## config.mk

```make
export PLATFORM = sky130hd
export DESIGN_NAME = twin_servo_door_controller
export DESIGN_NICKNAME = d
export VERILOG_FILES = /design/src/rtl/dsc_pkg.sv /design/src/rtl/dsc_cfg.sv /design/src/rtl/dsc_step.sv /design/src/rtl/twin_servo_door_controller.sv
export SDC_FILE = /design/constraint.sdc
export NUM_CORES = 1
export LEC_CHECK = 0
export BUFFER_PORTS_ARGS = -buffer_cell sky130_fd_sc_hd__buf_4
export CORE_MARGIN = 2
export CORE_UTILIZATION = 29
export DETAILED_ROUTE_END_ITERATION = 10
export PLACE_DENSITY = 0.43
export SYNTH_ARGS = -nofsm -noshare
export SYNTH_HDL_FRONTEND = slang
export SYNTH_SLANG_ARGS = --single-unit
```

## constraint.sdc

```tcl
create_clock -name clk_i -period 17.58 [get_ports clk_i]
set_input_delay 2.637 -clock clk_i [delete_from_list [all_inputs] [get_ports clk_i]]
set_output_delay 2.637 -clock clk_i [all_outputs]
set_load 0.02 [all_outputs]
```

## src/rtl/dsc_pkg.sv

```systemverilog
`default_nettype none
package dsc_pkg;

  localparam int unsigned InDataW  = 48;
  localparam int unsigned InUserW  = 1;
  localparam int unsigned OutDataW = 24;
  localparam int unsigned CfgIdxW  = 3;
  localparam int unsigned CfgDataW = 16;
  localparam int unsigned AngleW   = 10;

  localparam logic [7:0]  AngleMax = 8'd180;

  localparam logic [7:0]  RstOpenA    = 8'd0;
  localparam logic [7:0]  RstClosedA  = 8'd90;
  localparam logic [7:0]  RstOpenB    = 8'd180;
  localparam logic [7:0]  RstClosedB  = 8'd90;
  localparam logic [9:0]  RstLightThr = 10'd512;
  localparam logic [15:0] RstDelay    = 16'd5000;
  localparam logic        RstToggle   = 1'b0;

  typedef enum logic [1:0] {
    MODE_OPENED  = 2'd0,
    MODE_CLOSING = 2'd1,
    MODE_CLOSED  = 2'd2,
    MODE_OPENING = 2'd3
  } mode_e;

  typedef enum logic {
    REQ_UPDATE = 1'b0,
    REQ_HOME   = 1'b1
  } req_e;

  typedef enum logic [CfgIdxW-1:0] {
    CFG_OPEN_A    = 3'd0,
    CFG_CLOSED_A  = 3'd1,
    CFG_OPEN_B    = 3'd2,
    CFG_CLOSED_B  = 3'd3,
    CFG_LIGHT_THR = 3'd4,
    CFG_DELAY     = 3'd5,
    CFG_TOGGLE    = 3'd6
  } cfg_idx_e;

  typedef struct packed {
    logic [7:0]  open_a;
    logic [7:0]  closed_a;
    logic [7:0]  open_b;
    logic [7:0]  closed_b;
    logic [9:0]  light_thr;
    logic [15:0] delay_ms;
    logic        toggle;
  } cfg_t;

  typedef struct packed {
    mode_e             mode;
    logic [AngleW-1:0] angle_a;
    logic [AngleW-1:0] angle_b;
    logic [31:0]       opened_at;
  } state_t;

  // Packed so that the last field sits in the lowest bits.
  typedef struct packed {
    logic [31:0] now_ms;
    logic [9:0]  light_sample;
    logic        button;
  } in_data_t;

  typedef struct packed {
    req_e     req_type;
    in_data_t data;
  } in_item_t;

  typedef struct packed {
    logic       light_above;
    logic [7:0] servo_b_angle;
    logic [7:0] servo_a_angle;
    mode_e      door_mode;
  } out_item_t;

endpackage
`default_nettype wire

```

## src/rtl/dsc_cfg.sv

```systemverilog
`default_nettype none
module dsc_cfg (
  input  logic                         clk_i,
  input  logic                         rst_ni,
  input  logic                         cfg_we_i,
  input  logic [dsc_pkg::CfgIdxW-1:0]  cfg_idx_i,
  input  logic [dsc_pkg::CfgDataW-1:0] cfg_wdata_i,
  output dsc_pkg::cfg_t                cfg_o
);
  import dsc_pkg::*;

  cfg_t cfg_q, cfg_d;

  always_comb begin
    cfg_d = cfg_q;
    if (cfg_we_i) begin
      unique case (cfg_idx_i)
        CFG_OPEN_A:    cfg_d.open_a    = cfg_wdata_i[7:0];
        CFG_CLOSED_A:  cfg_d.closed_a  = cfg_wdata_i[7:0];
        CFG_OPEN_B:    cfg_d.open_b    = cfg_wdata_i[7:0];
        CFG_CLOSED_B:  cfg_d.closed_b  = cfg_wdata_i[7:0];
        CFG_LIGHT_THR: cfg_d.light_thr = cfg_wdata_i[9:0];
        CFG_DELAY:     cfg_d.delay_ms  = cfg_wdata_i[15:0];
        CFG_TOGGLE:    cfg_d.toggle    = cfg_wdata_i[0];
        default: begin
        end
      endcase
    end
  end

  always_ff @(posedge clk_i or negedge rst_ni) begin
    if (!rst_ni) begin
      cfg_q.open_a    <= RstOpenA;
      cfg_q.closed_a  <= RstClosedA;
      cfg_q.open_b    <= RstOpenB;
      cfg_q.closed_b  <= RstClosedB;
      cfg_q.light_thr <= RstLightThr;
      cfg_q.delay_ms  <= RstDelay;
      cfg_q.toggle    <= RstToggle;
    end else begin
      cfg_q <= cfg_d;
    end
  end

  assign cfg_o = cfg_q;

endmodule
`default_nettype wire

```

## src/rtl/dsc_step.sv

```systemverilog
`default_nettype none
module dsc_step (
  input  dsc_pkg::cfg_t     cfg_i,
  input  dsc_pkg::state_t   state_i,
  input  dsc_pkg::in_item_t item_i,
  output dsc_pkg::state_t   state_o,
  output dsc_pkg::out_item_t result_o
);
  import dsc_pkg::*;

  function automatic logic [7:0] clamp_angle(input logic [AngleW-1:0] ang);
    logic [7:0] res;
    if (ang[AngleW-1]) begin
      res = 8'd0;
    end else if (ang > {{(AngleW-8){1'b0}}, AngleMax}) begin
      res = AngleMax;
    end else begin
      res = ang[7:0];
    end
    return res;
  endfunction

  function automatic logic [AngleW-1:0] home_angle(input logic [7:0] open_v);
    return {{(AngleW-8){1'b0}}, (open_v > AngleMax) ? AngleMax : open_v};
  endfunction

  function automatic logic [AngleW-1:0] step_angle(input logic [AngleW-1:0] ang,
                                                  input logic [7:0] open_v,
                                                  input logic [7:0] closed_v,
                                                  input logic closing);
    logic up;
    up = (open_v < closed_v) ? closing : !closing;
    return up ? ang + AngleW'(1) : ang - AngleW'(1);
  endfunction

  logic        above;
  logic [31:0] elapsed;
  logic        closing;
  state_t      nxt;

  assign above   = item_i.data.light_sample > cfg_i.light_thr;
  assign elapsed = item_i.data.now_ms - state_i.opened_at;

  always_comb begin
    nxt     = state_i;
    closing = 1'b0;
    if (item_i.req_type == REQ_HOME) begin
      nxt.mode    = MODE_OPENED;
      nxt.angle_a = home_angle(cfg_i.open_a);
      nxt.angle_b = home_angle(cfg_i.open_b);
    end else begin
      if (cfg_i.toggle) begin
        if (state_i.mode == MODE_CLOSED && item_i.data.button) begin
          nxt.mode = MODE_OPENING;
        end else if (state_i.mode == MODE_OPENED && item_i.data.button) begin
          nxt.mode = MODE_CLOSING;
        end
      end else begin
        if (state_i.mode == MODE_CLOSED && item_i.data.button) begin
          nxt.mode      = MODE_OPENING;
          nxt.opened_at = item_i.data.now_ms;
        end else if (state_i.mode == MODE_OPENED && above &&
                     (elapsed >= {16'd0, cfg_i.delay_ms} || item_i.data.button)) begin
          nxt.mode = MODE_CLOSING;
        end
      end

      if (nxt.mode == MODE_CLOSING || nxt.mode == MODE_OPENING) begin
        closing     = (nxt.mode == MODE_CLOSING);
        nxt.angle_a = step_angle(state_i.angle_a, cfg_i.open_a, cfg_i.closed_a, closing);
        nxt.angle_b = step_angle(state_i.angle_b, cfg_i.open_b, cfg_i.closed_b, closing);
      end

      if (nxt.angle_a == {{(AngleW-8){1'b0}}, cfg_i.open_a}) begin
        nxt.mode = MODE_OPENED;
      end else if (nxt.angle_a == {{(AngleW-8){1'b0}}, cfg_i.closed_a}) begin
        nxt.mode = MODE_CLOSED;
      end
    end
  end

  assign state_o                = nxt;
  assign result_o.door_mode     = nxt.mode;
  assign result_o.servo_a_angle = clamp_angle(nxt.angle_a);
  assign result_o.servo_b_angle = clamp_angle(nxt.angle_b);
  assign result_o.light_above   = above;

endmodule
`default_nettype wire

```

## src/rtl/twin_servo_door_controller.sv

```systemverilog
// Channel  | Direction | Contents
// s_axis   | in        | tuser: req_type; tdata: button, light_sample, now_ms
// m_axis   | out       | tdata: door_mode, servo_a_angle, servo_b_angle, light_above
// cfg      | in        | register index and write data, one write per cycle
//
// One item is accepted every cycle unless the output stalls.
// The input register feeds the step logic, which updates the door state and the
// result register in the same cycle, so each item sees the state left by the last.
// A stalled output holds the result register and then the input register; the
// input side stalls only when both are full. Reset empties both and restores state.
`default_nettype none
module twin_servo_door_controller (
  input  logic                         clk_i,
  input  logic                         rst_ni,
  input  logic                         s_axis_tvalid_i,
  output logic                         s_axis_tready_o,
  // button [0], light_sample [10:1], now_ms [42:11], zero fill above
  input  logic [dsc_pkg::InDataW-1:0]  s_axis_tdata_i,
  // req_type [0]
  input  logic [dsc_pkg::InUserW-1:0]  s_axis_tuser_i,
  output logic                         m_axis_tvalid_o,
  input  logic                         m_axis_tready_i,
  // door_mode [1:0], servo_a_angle [9:2], servo_b_angle [17:10], light_above [18]
  output logic [dsc_pkg::OutDataW-1:0] m_axis_tdata_o,
  input  logic                         cfg_we_i,
  input  logic [dsc_pkg::CfgIdxW-1:0]  cfg_idx_i,
  input  logic [dsc_pkg::CfgDataW-1:0] cfg_wdata_i
);
  import dsc_pkg::*;

  cfg_t      cfg;
  in_item_t  in_q;
  logic      in_valid_q;
  out_item_t out_q;
  logic      out_valid_q;
  state_t    state_q, state_d;
  out_item_t result;
  logic      out_free;
  logic      advance;
  logic      in_take;

  assign out_free        = !out_valid_q || m_axis_tready_i;
  assign advance         = in_valid_q && out_free;
  assign s_axis_tready_o = !in_valid_q || out_free;
  assign in_take         = s_axis_tvalid_i && s_axis_tready_o;

  dsc_cfg u_cfg (
    .clk_i       (clk_i),
    .rst_ni      (rst_ni),
    .cfg_we_i    (cfg_we_i),
    .cfg_idx_i   (cfg_idx_i),
    .cfg_wdata_i (cfg_wdata_i),
    .cfg_o       (cfg)
  );

  dsc_step u_step (
    .cfg_i    (cfg),
    .state_i  (state_q),
    .item_i   (in_q),
    .state_o  (state_d),
    .result_o (result)
  );

  always_ff @(posedge clk_i or negedge rst_ni) begin
    if (!rst_ni) begin
      in_valid_q  <= 1'b0;
      out_valid_q <= 1'b0;
      state_q.mode      <= MODE_OPENED;
      state_q.angle_a   <= {{(AngleW-8){1'b0}}, RstOpenA};
      state_q.angle_b   <= {{(AngleW-8){1'b0}}, RstOpenB};
      state_q.opened_at <= 32'd0;
    end else begin
      if (in_take) begin
        in_valid_q <= 1'b1;
      end else if (advance) begin
        in_valid_q <= 1'b0;
      end
      if (advance) begin
        out_valid_q <= 1'b1;
        state_q     <= state_d;
      end else if (m_axis_tready_i) begin
        out_valid_q <= 1'b0;
      end
    end
  end

  always_ff @(posedge clk_i) begin
    if (in_take) begin
      in_q.req_type <= req_e'(s_axis_tuser_i[0]);
      in_q.data     <= s_axis_tdata_i[$bits(in_data_t)-1:0];
    end
    if (advance) begin
      out_q <= result;
    end
  end

  assign m_axis_tvalid_o = out_valid_q;
  assign m_axis_tdata_o  = {{(OutDataW-$bits(out_item_t)){1'b0}}, out_q};

endmodule
`default_nettype wire

```

==> results.cfg <==
[detailed_routing]
firstDrtPassIters = 5
via_count = 8933
antenna_left = 0
first_iter_violations = 599
wl_um = 30400
wl_per_cell_um = 17.0
viasPerCell = 4.99
drc = 0

[clock_tree]
cts_root_buf = clkbuf_16
cts-buffers-inserted = 17
cts_sinks = 178
clk_pin_slew_ns = 0.07
postCtsSetupRepairBufs = 0
cts_resized = 0
postCtsHoldBufs = 0
clockBufferDepth = 2
clkLatencyLatePin_ns = 0.46
ctsHtreeMaxLevel = 4
cts_tree = done

[power_and_ir_drop]
leakagePower_nw = 5.63
power_density_nw_per_um2 = 134
power_switching_uw = 711
power_frac_seq = 0.337
ir_worst_vdd_mv = 0.0775
p_clk_frac = 0.221
intPower_mw = 1.09
p_sw_frac = 0.395
comb_power_share = 0.442

[worst_setup_path]
crit_slowest_cell = or4_1
critPathMaxFanout = 8
start_kind = flip-flop
critPathCaptureType = flip-flop
ff2ff_setup_slack_ns = 9.68
reg2reg_from = in_q[11]$_DFFE_PP_
required_ns = 17.85
crit_top_cell = ha_1
rr_worst_depth = 32
crit_arrival_ns = 8.17
r2r-end = m_axis_tdata_o[0]$_DFFE_PP_
worst-setup-path-type = reg -> reg
max_stage_delay_ns = 0.55

[synth]
async_reset_ff_frac = 0.646
ys_types = 93
seq_area_frac_synth = 0.410
netlist_area_um2 = 11700
synth-edff-count = 63
synth_cells = 1179
yosys_warnings = 0
synth-main-ff-cell = dfrtp_1
avgSynthCellArea_um2 = 9.93
synth_seq_cells = 178

[global_route]
grt_max_degree = 75
gr-total-overflow = 0
antenna_found_initial = 0
grt_pass1_vias = 8784
grt_util_all_layers = 0.152
grt_first_pass_wirelength_um = 49500

[floorplan]
design.core.area_um2 = 39800
start_util = 0.294
die_w_um = 205
ios = 99
row_count = 73
die_area_um2 = 42000
die_h_um = 205

[timing]
final-max-slew-violation-count = 0
setup-tns-final_ns = 0
setup_viol_count_final = 0
period_minus_slack_ns = 7.90
post-route-period-util = 0.450
rsz0062_at_grt = false
fin_skew_ns = 0.0151
maxSlewHeadroom = 0.269
worst_pin_slew_ns = 1.09
finalHoldViolCount = 0
max_freq_ghz = 0.127

[finish]
drive_above_1_share = 0.220
multi_input_area_um2 = 6290
synthToLayoutAreaGrowth_pct = 14.6
final-seq-area_um2 = 4800
nFillCells = 4138
final_nets = 1401
final_design_area_no_fill_um2 = 13400
antennaDiodeCount = 0

[placement]
dpl-instance-area_um2 = 12800
hpwl_um = 22700
gp_congestion = 0.854
numPortBuffers = 88

[min_path]
worst_hold_path_type = reg -> reg
hp-start = in_valid_q$_DFFE_PN0P_
hold_end = m_axis_tvalid_o$_DFFE_PN0P_
whs_path_depth = 1

[run]
cap_violations = 0

[status]
status = finished clean
## metal layers
metal	global-route usage	share of wire	vias to the layer above
met2	0.245	0.47	144
met1	0.211	0.49	4336
met4	0.0401	0.011	0
met5	0	0	-
li1	-	-	4434
met3	0.0261	0.032	19
## worst max path at each step
| stage | from | end | depth (start not counted) |
|---|---|---|---|
| global placement | in_q[11]$_DFFE_PP_ | m_axis_tdata_o[0]$_DFFE_PP_ | 32 |
| detailed placement | in_q[11]$_DFFE_PP_ | m_axis_tdata_o[0]$_DFFE_PP_ | 32 |
| floorplan | state_q[0]$_DFFE_PN0P_ | m_axis_tdata_o[0]$_DFFE_PP_ | 33 |
| CTS | in_q[11]$_DFFE_PP_ | m_axis_tdata_o[0]$_DFFE_PP_ | 32 |
| global route | in_q[11]$_DFFE_PP_ | m_axis_tdata_o[0]$_DFFE_PP_ | 32 |
| finish | in_q[11]$_DFFE_PP_ | m_axis_tdata_o[0]$_DFFE_PP_ | 32 |
## power groups by stage
stage	registers [mW]	clock network, mW	logic (mW)
3_3_place_gp	0.614	0	0.792
5_1_grt	0.621	0.426	0.893
3_5_place_dp	0.615	0	0.797
2_1_floorplan	0.587	0	0.621
6_report	0.607	0.397	0.795
4_1_cts	0.607	0.412	0.801
## final cells by class
type	count	area share
inverter	92	0.0257
multi-input combinational	866	0.469
sequential	178	0.358
clock buffer	21	0.0328
tap	525	0.0490
timing repair buffer	98	0.0548
clock inverter	11	0.0114
## cells in the final DEF (no fill, tap or decap), types with 12 or more instances in the layout
cell type  count
edfxtp_1      63
xor2_1        19
dfrtp_1       93
nor2_1        50
or3_1         13
dfstp_2       22
nand3_1       25
xnor2_1       26
nand2b_1      13
a21oi_1       73
o21ai_0       68
mux2i_1       14
buf_4         98
o21a_1        12
inv_1         91
clkbuf_16     17
a21o_1        28
ha_1          74
nor3_1        21
nand4_1       15
mux2_2        77
nand2_1      133
## through the flow
stage               worst slack, ns  hold WS [ns]  power [mW]   util  cells
finish                         9.68         0.488        1.80  0.337   1791
detailed placement             9.69         0.482        1.41  0.322   1759
global route                   9.12         0.512        1.94  0.337   1791
global placement               9.75         0.470        1.41  0.322   1759
CTS                            9.63         0.487        1.82  0.337   1791
floorplan                     11.05         0.454        1.21      -   1183
## cells by family after synthesis
family	Yosys count	share of synthesized area
compound gates	299	0.177
xor+xnor	48	0.0394
fa+ha+maj	75	0.0808
buf+inv	139	0.0548
flops	178	0.410
mux	92	0.0872
other cells	1	0.000320
simple gates	347	0.150
## worst max-delay path: cells and delay by family, from the launching register on
family,cells,cell delay (ns)
flip-flops,1,0.34
buffers and inverters,1,0.05
adder cells (fa/ha/maj),4,1.23
AND/OR/NAND/NOR,12,3.05
XOR/XNOR,2,0.34
multiplexers,1,0.38
AO/OA/AOI/OAI,12,2.31
## sequential cells by signal, summed over array words and instances (netlist names)
signal           flops
in_valid_q           1
state_q             54
in_q                44
u_cfg.cfg_o         59
m_axis_tdata_o      19
m_axis_tvalid_o      1
## cells in the mapped netlist (6+ instances only)
master    count  share of area
nand2_1     133          0.043
dfrtp_1      93           0.20
inv_1        91          0.029
mux2_2       77          0.074
ha_1         74          0.079
a21oi_1      73          0.031
o21ai_0      68          0.029
edfxtp_1     63           0.16
nor2_1       50          0.016
a21o_1       28          0.018
xnor2_1      26          0.019
nand3_1      25          0.011
dfstp_2      22          0.049
clkbuf_1     21         0.0067
nor3_1       21         0.0090
xor2_1       19          0.014
nand4_1      15         0.0080
mux2i_1      14          0.012
nand2b_1     13         0.0069
or3_1        13         0.0069
o21a_1       12         0.0077
and3_1       11         0.0059
a21oi_2      10         0.0075
a31oi_1      10         0.0053
a211oi_1      9         0.0058
buf_4         9         0.0058
buf_6         9         0.0087
nor4_1        8         0.0043
or4_1         8         0.0051
o21ai_1       7         0.0030
or2_2         7         0.0037
and2_1        6         0.0032
o22ai_1       6         0.0032
o31ai_1       6         0.0038
No activity file was read; power rests on OpenSTA's default activity.
